<file path="src/rtl/ishph_pkg.sv">
// ----------------------------------------------------------------------------
// ishph_pkg: shared types, constants and functions
// Control bundles, status codes, SHA-512 tables and alphabet helpers for the
// iterated SHA-512 password hash block.
// ----------------------------------------------------------------------------
package ishph_pkg;

    localparam int SET_LEN    = 12;
    localparam int SFILL_W    = 4;
    localparam int MAX_PWD    = 128;
    localparam int PWD_AW     = 7;
    localparam int PFILL_W    = 8;
    localparam int MIN_EXP    = 7;
    localparam int MAX_EXP    = 30;
    localparam int HASH_CHARS = 55;
    localparam int ITER_W     = 31;

    // opcodes
    localparam logic [1:0] OP_SETTING  = 2'd0;
    localparam logic [1:0] OP_PASSWORD = 2'd1;
    localparam logic [1:0] OP_FINISH   = 2'd2;

    // status codes
    localparam logic [2:0] ST_OK        = 3'd0;
    localparam logic [2:0] ST_BAD_PFX   = 3'd1;
    localparam logic [2:0] ST_BAD_EXP   = 3'd2;
    localparam logic [2:0] ST_SHORT_SET = 3'd3;
    localparam logic [2:0] ST_PWD_LONG  = 3'd4;

    // controller to datapath
    typedef struct packed {
        logic       set_wr;
        logic       pwd_wr;
        logic       clear_fills;
        logic       msg_init;
        logic       blk_init;
        logic       load;
        logic       first;
        logic [7:0] gpos;
        logic       round;
        logic [6:0] t;
        logic       add;
        logic       copy_hb;
        logic [5:0] emit_pos;
        logic       emit_err;
    } cmd_t;

    // datapath to controller
    typedef struct packed {
        logic [2:0] chk;
        logic [4:0] expo;
        logic       two_blocks;
    } stat_t;

    function automatic logic [63:0] rotr(input logic [63:0] x, input int n);
        rotr = (x >> n) | (x << (64 - n));
    endfunction

    function automatic logic [63:0] init_h(input logic [2:0] j);
        case (j)
            3'd0: init_h = 64'h6a09e667f3bcc908;
            3'd1: init_h = 64'hbb67ae8584caa73b;
            3'd2: init_h = 64'h3c6ef372fe94f82b;
            3'd3: init_h = 64'ha54ff53a5f1d36f1;
            3'd4: init_h = 64'h510e527fade682d1;
            3'd5: init_h = 64'h9b05688c2b3e6c1f;
            3'd6: init_h = 64'h1f83d9abfb41bd6b;
            default: init_h = 64'h5be0cd19137e2179;
        endcase
    endfunction

    function automatic logic [63:0] round_k(input logic [6:0] t);
        case (t)
            7'd0:  round_k = 64'h428a2f98d728ae22;
            7'd1:  round_k = 64'h7137449123ef65cd;
            7'd2:  round_k = 64'hb5c0fbcfec4d3b2f;
            7'd3:  round_k = 64'he9b5dba58189dbbc;
            7'd4:  round_k = 64'h3956c25bf348b538;
            7'd5:  round_k = 64'h59f111f1b605d019;
            7'd6:  round_k = 64'h923f82a4af194f9b;
            7'd7:  round_k = 64'hab1c5ed5da6d8118;
            7'd8:  round_k = 64'hd807aa98a3030242;
            7'd9:  round_k = 64'h12835b0145706fbe;
            7'd10: round_k = 64'h243185be4ee4b28c;
            7'd11: round_k = 64'h550c7dc3d5ffb4e2;
            7'd12: round_k = 64'h72be5d74f27b896f;
            7'd13: round_k = 64'h80deb1fe3b1696b1;
            7'd14: round_k = 64'h9bdc06a725c71235;
            7'd15: round_k = 64'hc19bf174cf692694;
            7'd16: round_k = 64'he49b69c19ef14ad2;
            7'd17: round_k = 64'hefbe4786384f25e3;
            7'd18: round_k = 64'h0fc19dc68b8cd5b5;
            7'd19: round_k = 64'h240ca1cc77ac9c65;
            7'd20: round_k = 64'h2de92c6f592b0275;
            7'd21: round_k = 64'h4a7484aa6ea6e483;
            7'd22: round_k = 64'h5cb0a9dcbd41fbd4;
            7'd23: round_k = 64'h76f988da831153b5;
            7'd24: round_k = 64'h983e5152ee66dfab;
            7'd25: round_k = 64'ha831c66d2db43210;
            7'd26: round_k = 64'hb00327c898fb213f;
            7'd27: round_k = 64'hbf597fc7beef0ee4;
            7'd28: round_k = 64'hc6e00bf33da88fc2;
            7'd29: round_k = 64'hd5a79147930aa725;
            7'd30: round_k = 64'h06ca6351e003826f;
            7'd31: round_k = 64'h142929670a0e6e70;
            7'd32: round_k = 64'h27b70a8546d22ffc;
            7'd33: round_k = 64'h2e1b21385c26c926;
            7'd34: round_k = 64'h4d2c6dfc5ac42aed;
            7'd35: round_k = 64'h53380d139d95b3df;
            7'd36: round_k = 64'h650a73548baf63de;
            7'd37: round_k = 64'h766a0abb3c77b2a8;
            7'd38: round_k = 64'h81c2c92e47edaee6;
            7'd39: round_k = 64'h92722c851482353b;
            7'd40: round_k = 64'ha2bfe8a14cf10364;
            7'd41: round_k = 64'ha81a664bbc423001;
            7'd42: round_k = 64'hc24b8b70d0f89791;
            7'd43: round_k = 64'hc76c51a30654be30;
            7'd44: round_k = 64'hd192e819d6ef5218;
            7'd45: round_k = 64'hd69906245565a910;
            7'd46: round_k = 64'hf40e35855771202a;
            7'd47: round_k = 64'h106aa07032bbd1b8;
            7'd48: round_k = 64'h19a4c116b8d2d0c8;
            7'd49: round_k = 64'h1e376c085141ab53;
            7'd50: round_k = 64'h2748774cdf8eeb99;
            7'd51: round_k = 64'h34b0bcb5e19b48a8;
            7'd52: round_k = 64'h391c0cb3c5c95a63;
            7'd53: round_k = 64'h4ed8aa4ae3418acb;
            7'd54: round_k = 64'h5b9cca4f7763e373;
            7'd55: round_k = 64'h682e6ff3d6b2b8a3;
            7'd56: round_k = 64'h748f82ee5defb2fc;
            7'd57: round_k = 64'h78a5636f43172f60;
            7'd58: round_k = 64'h84c87814a1f0ab72;
            7'd59: round_k = 64'h8cc702081a6439ec;
            7'd60: round_k = 64'h90befffa23631e28;
            7'd61: round_k = 64'ha4506cebde82bde9;
            7'd62: round_k = 64'hbef9a3f7b2c67915;
            7'd63: round_k = 64'hc67178f2e372532b;
            7'd64: round_k = 64'hca273eceea26619c;
            7'd65: round_k = 64'hd186b8c721c0c207;
            7'd66: round_k = 64'heada7dd6cde0eb1e;
            7'd67: round_k = 64'hf57d4f7fee6ed178;
            7'd68: round_k = 64'h06f067aa72176fba;
            7'd69: round_k = 64'h0a637dc5a2c898a6;
            7'd70: round_k = 64'h113f9804bef90dae;
            7'd71: round_k = 64'h1b710b35131c471b;
            7'd72: round_k = 64'h28db77f523047d84;
            7'd73: round_k = 64'h32caab7b40c72493;
            7'd74: round_k = 64'h3c9ebe0a15c9bebc;
            7'd75: round_k = 64'h431d67c49c100d4c;
            7'd76: round_k = 64'h4cc5d4becb3e42b6;
            7'd77: round_k = 64'h597f299cfc657e2a;
            7'd78: round_k = 64'h5fcb6fab3ad6faec;
            7'd79: round_k = 64'h6c44198c4a475817;
            default: round_k = 64'h0;
        endcase
    endfunction

    // symbol index to character of "./0-9A-Za-z"
    function automatic logic [7:0] alpha_char(input logic [5:0] idx);
        logic [7:0] x;
        x = {2'b00, idx};
        if (idx < 6'd2)
            alpha_char = (idx == 6'd0) ? 8'h2e : 8'h2f;
        else if (idx < 6'd12)
            alpha_char = x + 8'd46;
        else if (idx < 6'd38)
            alpha_char = x + 8'd53;
        else
            alpha_char = x + 8'd59;
    endfunction

    // character to symbol index; 64 when not in the alphabet
    function automatic logic [6:0] alpha_index(input logic [7:0] c);
        logic [7:0] x;
        x = 8'h40;
        if (c == 8'h2e)
            x = 8'd0;
        else if (c == 8'h2f)
            x = 8'd1;
        else if (c >= 8'h30 && c <= 8'h39)
            x = c - 8'd46;
        else if (c >= 8'h41 && c <= 8'h5a)
            x = c - 8'd53;
        else if (c >= 8'h61 && c <= 8'h7a)
            x = c - 8'd59;
        alpha_index = x[6:0];
    endfunction

endpackage

</file>
<file path="src/rtl/ishph_ctrl.sv">
// ----------------------------------------------------------------------------
// ishph_ctrl: hash sequencer
// Handles the input handshake, walks messages, blocks, load cycles and rounds
// of the iterated hash, and sequences the result characters.
// ----------------------------------------------------------------------------
module ishph_ctrl
(
    input  logic             clk,
    input  logic             rst_n,
    input  logic             in_valid,
    output logic             in_stall,
    input  logic [1:0]       opcode,
    output logic             out_valid,
    input  logic             out_stall,
    output logic [2:0]       status,
    output logic             last,
    input  ishph_pkg::stat_t stat,
    output ishph_pkg::cmd_t  cmd
);

    typedef enum logic [10:0] {
        S_IDLE      = 11'b00000000001,
        S_CHECK     = 11'b00000000010,
        S_MSG_START = 11'b00000000100,
        S_BLK_START = 11'b00000001000,
        S_LOAD      = 11'b00000010000,
        S_FLUSH     = 11'b00000100000,
        S_ROUND     = 11'b00001000000,
        S_ADD       = 11'b00010000000,
        S_MSG_DONE  = 11'b00100000000,
        S_EMIT      = 11'b01000000000,
        S_ERR       = 11'b10000000000
    } state_t;

    state_t                       state_reg, state_next;
    logic [6:0]                   pos_reg, pos_next;
    logic                         blk_reg, blk_next;
    logic [6:0]                   t_reg, t_next;
    logic [ishph_pkg::ITER_W-1:0] iter_reg, iter_next;
    logic                         first_reg, first_next;
    logic [5:0]                   epos_reg, epos_next;
    logic [2:0]                   stat_reg, stat_next;
    logic                         in_acc;
    logic                         out_acc;

    assign in_acc  = in_valid && !in_stall;
    assign out_acc = out_valid && !out_stall;

    always_ff @(posedge clk or negedge rst_n)
    begin
        if (!rst_n)
        begin
            state_reg <= S_IDLE;
            pos_reg   <= '0;
            blk_reg   <= 1'b0;
            t_reg     <= '0;
            iter_reg  <= '0;
            first_reg <= 1'b0;
            epos_reg  <= '0;
            stat_reg  <= ishph_pkg::ST_OK;
        end
        else
        begin
            state_reg <= state_next;
            pos_reg   <= pos_next;
            blk_reg   <= blk_next;
            t_reg     <= t_next;
            iter_reg  <= iter_next;
            first_reg <= first_next;
            epos_reg  <= epos_next;
            stat_reg  <= stat_next;
        end
    end

    // sequencer
    always_comb
    begin
        state_next = state_reg;
        pos_next   = pos_reg;
        blk_next   = blk_reg;
        t_next     = t_reg;
        iter_next  = iter_reg;
        first_next = first_reg;
        epos_next  = epos_reg;
        stat_next  = stat_reg;
        cmd        = '0;
        cmd.first    = first_reg;
        cmd.gpos     = {blk_reg, pos_reg};
        cmd.t        = t_reg;
        cmd.emit_pos = epos_reg;
        in_stall   = 1'b1;
        out_valid  = 1'b0;
        last       = 1'b0;
        status     = ishph_pkg::ST_OK;
        case (state_reg)
            S_IDLE:
            begin
                in_stall = 1'b0;
                if (in_acc)
                begin
                    if (opcode == ishph_pkg::OP_SETTING)
                        cmd.set_wr = 1'b1;
                    else if (opcode == ishph_pkg::OP_PASSWORD)
                        cmd.pwd_wr = 1'b1;
                    else if (opcode == ishph_pkg::OP_FINISH)
                        state_next = S_CHECK;
                end
            end
            S_CHECK:
            begin
                stat_next = stat.chk;
                if (stat.chk != ishph_pkg::ST_OK)
                    state_next = S_ERR;
                else
                begin
                    iter_next  = ishph_pkg::ITER_W'(1) << stat.expo;
                    first_next = 1'b1;
                    state_next = S_MSG_START;
                end
            end
            S_MSG_START:
            begin
                cmd.msg_init = 1'b1;
                blk_next     = 1'b0;
                state_next   = S_BLK_START;
            end
            S_BLK_START:
            begin
                cmd.blk_init = 1'b1;
                pos_next     = '0;
                state_next   = S_LOAD;
            end
            S_LOAD:
            begin
                cmd.load = 1'b1;
                pos_next = pos_reg + 1'b1;
                if (pos_reg == 7'd127)
                    state_next = S_FLUSH;
            end
            S_FLUSH:
            begin
                t_next     = '0;
                state_next = S_ROUND;
            end
            S_ROUND:
            begin
                cmd.round = 1'b1;
                t_next    = t_reg + 1'b1;
                if (t_reg == 7'd79)
                    state_next = S_ADD;
            end
            S_ADD:
            begin
                cmd.add = 1'b1;
                if (!blk_reg && stat.two_blocks)
                begin
                    blk_next   = 1'b1;
                    state_next = S_BLK_START;
                end
                else
                    state_next = S_MSG_DONE;
            end
            S_MSG_DONE:
            begin
                cmd.copy_hb = 1'b1;
                epos_next   = '0;
                if (first_reg)
                begin
                    first_next = 1'b0;
                    state_next = S_MSG_START;
                end
                else
                begin
                    iter_next = iter_reg - 1'b1;
                    if (iter_reg == ishph_pkg::ITER_W'(1))
                        state_next = S_EMIT;
                    else
                        state_next = S_MSG_START;
                end
            end
            S_EMIT:
            begin
                out_valid = 1'b1;
                last      = (epos_reg == 6'(ishph_pkg::HASH_CHARS - 1));
                if (out_acc)
                begin
                    epos_next = epos_reg + 1'b1;
                    if (last)
                    begin
                        cmd.clear_fills = 1'b1;
                        state_next      = S_IDLE;
                    end
                end
            end
            S_ERR:
            begin
                out_valid    = 1'b1;
                last         = 1'b1;
                status       = stat_reg;
                cmd.emit_err = 1'b1;
                if (out_acc)
                begin
                    cmd.clear_fills = 1'b1;
                    state_next      = S_IDLE;
                end
            end
            default:
            begin
                state_next = S_IDLE;
            end
        endcase
    end

endmodule

</file>
<file path="config.mk">
export PLATFORM = sky130hd
export DESIGN_NAME = ishph_ctrl
export DESIGN_NICKNAME = d
export VERILOG_FILES = /design/src/rtl/ishph_pkg.sv /design/src/rtl/ishph_ctrl.sv
export SDC_FILE = /design/constraint.sdc
export NUM_CORES = 1
export LEC_CHECK = 0
export BUFFER_PORTS_ARGS = -buffer_cell sky130_fd_sc_hd__buf_4
export CORE_ASPECT_RATIO = 1.2
export CORE_UTILIZATION = 45
export DETAILED_ROUTE_END_ITERATION = 12
export GPL_TIMING_DRIVEN = 0
export PLACE_DENSITY = 0.67
export SYNTH_ARGS = -nofsm -noshare
export SYNTH_HDL_FRONTEND = slang
export SYNTH_SLANG_ARGS = --single-unit
</file>
<file path="constraint.sdc">
create_clock -name clk -period 2.8 [get_ports clk]
set_input_delay 0.56 -clock clk [delete_from_list [all_inputs] [get_ports clk]]
set_output_delay 0.56 -clock clk [all_outputs]
set_load 0.02 [all_outputs]
</file>
==> flow_metrics.py <==
metrics = {
    "placed_design": {
        "dp_hpwl_um": 8750,
        "place_ws_ns": -0.197,
        "portBuffers": 49,
        "gp_congestion": 0.950,
    },
    "clock_tree": {
        "cts_buffers": 9,
        "cts_buffer_depth": 2,
        "cts_max_level": 3,
        "root_buffer": "clkbuf_8",
        "path_clk_slew_ns": 0.08,
        "clock_latency_ns": 0.35,
        "cts_sinks": 67,
        "cts_tree": "yes",
    },
    "synthesis": {
        "ys_ff_latch": 67,
        "synth-edff-count": 0,
        "synth_nets": 531,
        "async_reset_ff_share_pct": 100,
        "synth.avg_cell_area_um2": 8.27,
        "yosys_warnings": 0,
        "syn_area_mm2": 0.00422,
        "synthFlopType": "dfrtp_1",
        "postSynthCellCount": 510,
        "synth_cell_types": 55,
        "synth_seq_area_share_pct": 39.8,
    },
    "sta": {
        "maxSlewHeadroom_pct": 34.2,
        "setup_viol": 0,
        "whs_ns": 0.304,
        "skew_ns": 0.0104,
        "clock.fmax_ghz": 0.367,
        "finalCritPeriodShare_pct": 97.4,
        "final-hold-violation-count": 0,
        "setup_ws_ns": 0.0719,
        "rsz0062_at_grt": "false",
        "slew_violations": 0,
        "period_needed_ns": 2.73,
        "worst_slew_pin_slew_ns": 0.978,
    },
    "final_layout": {
        "layout-drive-gt1-share_pct": 18.8,
        "nets": 593,
        "syn2layout_area_growth_pct": 20.4,
        "n_antenna_cell": 0,
        "largest_reg_flops": 31,
    },
    "critical_path": {
        "reg2reg_depth": 6,
        "rrSetupSlack_ns": 0.21,
        "cpPeakStageDelay_ns": 0.61,
        "critPathArrivalTime_ns": 2.17,
        "crit_family": "simple AND/OR/NAND/NOR gates",
        "crit_path_end_kind": "primary output",
        "path_class": "reg -> out",
        "r2r_start": "state_reg[7]",
        "worst-path-buf-inv": 1,
        "path_cells": "or4_4 -> nor2_4 -> nand2_2 -> nor3b_2 -> nor2b_1 -> buf_4",
        "r2r_end": "iter_reg[3]",
        "crit_path_start_kind": "flop",
        "cp.required_ns": 2.24,
        "slowest_stage": "or4_4",
        "path_max_fanout": 7,
    },
    "route": {
        "drc": 0,
        "first_iter_violations": 219,
        "routedWlPerCell_um": 17.9,
        "drt-total-wl_um": 12500,
        "vias": 4263,
        "drt-pass1-iter-count": 5,
        "ant_nets": 0,
        "vias_per_cell": 6.13,
    },
    "pwr": {
        "seqPwrFrac_pct": 40.8,
        "ir_drop_mv": 0.325,
        "p_leak_nw": 2.13,
        "cellPowerDensity_mw_per_mm2": 615,
        "clkPwrFrac_pct": 27.4,
        "internal-power_mw": 1.99,
        "switching_share_pct": 36.4,
        "combPwrFrac_pct": 31.8,
        "netSwitchingPower_mw": 1.14,
    },
    "die": {
        "dieArea_mm2": 0.00976,
        "die-height_um": 108,
        "die_w_um": 90.4,
        "rows": 38,
        "io_pins": 53,
        "initial_utilization_pct": 46.4,
        "coreArea_mm2": 0.00908,
    },
    "grt": {
        "grt_use_total_pct": 26.7,
        "grt_overflow": 0,
        "grt_pass1_wl_um": 20700,
        "grt_max_degree": 68,
        "grt_pass1_vias": 4151,
        "antenna_found_initial": 0,
    },
    "job": {
        "cap_violations": 0,
    },
    "run_status": {
        "status": "completed",
    },
    "worst_hold_path": {
        "min_path_type": "in -> async",
    },
}
==> per-layer routing <==
layer | GRT usage, % | vias to the layer above | share of wire [%]
li1 | - | 2015 | -
met1 | 31.8 | 2067 | 42
met2 | 47.8 | 148 | 51
met3 | 3.38 | 33 | 4.4
met4 | 13.4 | 0 | 2.7
met5 | 0 | - | 0
==> power by group through the flow <==
| stage | combinational, mW | sequential (mW) | clock [mW] |
|---|---|---|---|
| after floorplan | 0.648 | 1.22 | 0 |
| after global placement | 0.888 | 1.25 | 0 |
| after detailed placement | 0.900 | 1.26 | 0 |
| after CTS | 0.940 | 1.27 | 0.863 |
| after global routing | 1.09 | 1.30 | 0.904 |
| final | 0.994 | 1.27 | 0.855 |
==> kinds of logic (layout without fill, tap and decap cells) <==
family | after synthesis | after routing | share of synthesized area, %
AND/OR/NAND/NOR | 228 | 228 | 29.5
AO/OA/AOI/OAI | 150 | 150 | 22.0
flip-flops | 67 | 67 | 39.8
buffers and inverters | 50 | 115 | 4.87
adder cells (fa/ha/maj) | 6 | 6 | 1.78
XOR/XNOR | 6 | 6 | 1.25
multiplexers | 3 | 3 | 0.801
==> how the worst max path moves through the flow <==
stage | slack, ns | start | depth (start not counted) | endpoint
2_1_floorplan | 0.07 | state_reg[0] | 5 | status[0]
3_3_place_gp | -0.14 | state_reg[0] | 6 | cmd[7]
3_5_place_dp | -0.20 | state_reg[0] | 6 | cmd[7]
4_1_cts | -0.02 | state_reg[7] | 5 | status[0]
5_1_grt | 0.006 | state_reg[7] | 6 | cmd[31]
6_report | 0.07 | state_reg[7] | 6 | cmd[31]
==> synthesized netlist by cell type (6+ instances only) <==
| cell type | number | share of area [%] |
|---|---|---|
| inv_1 | 16 | 1.4 |
| nor4b_1 | 6 | 1.2 |
| nand3b_1 | 6 | 1.1 |
| nand3_1 | 16 | 1.9 |
| nor4_1 | 16 | 2.4 |
| or4_1 | 9 | 1.6 |
| nor3b_1 | 7 | 1.2 |
| o21ai_0 | 62 | 7.4 |
| and2_1 | 9 | 1.3 |
| nand2_1 | 41 | 3.6 |
| a31oi_1 | 14 | 2.1 |
| a21oi_1 | 23 | 2.7 |
| ha_1 | 6 | 1.8 |
| o31a_1 | 6 | 1.2 |
| o22ai_1 | 6 | 0.89 |
| o2bb2ai_1 | 6 | 1.2 |
| or3_1 | 8 | 1.2 |
| nor2b_1 | 7 | 1.0 |
| dfrtp_1 | 66 | 39 |
| nor3_1 | 31 | 3.7 |
| nand2b_1 | 10 | 1.5 |
| clkbuf_1 | 22 | 2.0 |
| nor2_1 | 41 | 3.6 |
| xnor2_1 | 6 | 1.2 |
==> cells in the final DEF (no fill, tap or decap), types with 5 or more instances in the layout <==
cell,n
a31oi_1,14
ha_1,6
clkbuf_8,12
clkbuf_1,20
or4_1,9
nand2_1,38
and2_1,9
buf_4,57
nor2b_1,7
or3_1,7
nand3b_1,6
a21oi_1,23
nor2_1,40
nand2b_1,10
xnor2_1,6
nand3_1,15
o31a_1,6
dfrtp_1,65
o22ai_1,6
o21ai_0,62
inv_1,16
a22o_1,5
nor3_1,27
nor4_1,13
nor4b_1,6
o2bb2ai_1,6
==> timing repair <==
item,in CTS,in global routing
hold buffers,0,0
gates resized for setup,15,10
buffers inserted,1,3
setup endpoints to repair,12,27
pin swaps,1,4
==> through the flow <==
| stage | utilization, % | TNS (ns) | power, mW | area [um^2] | std cells |
|---|---|---|---|---|---|
| 3_5_place_dp | 52.1 | -0.521 | 2.16 | 4730 | 679 |
| 4_1_cts | 55.2 | -0.0396 | 3.07 | 5010 | 692 |
| 5_1_grt | 55.9 | 0 | 3.29 | 5080 | 695 |
| 2_1_floorplan | - | 0 | 1.87 | 4220 | 510 |
| 6_report | 55.9 | 0 | 3.12 | 5080 | 695 |
| 3_3_place_gp | 52.1 | -0.220 | 2.14 | 4730 | 679 |
==> layout make-up <==
cell class / count / area [um^2]
Tap cell: 120 / 150
Clock buffer: 12 / 165
Inverter: 17 / 63.8
Clock inverter: 2 / 35.0
Fill cell: 862 / 4010
Sequential cell: 67 / 1680
Timing Repair Buffer: 53 / 398
Buffer: 31 / 140
Multi-Input combinational cell: 393 / 2440
Note: power is estimated with default switching activity, not from simulation.
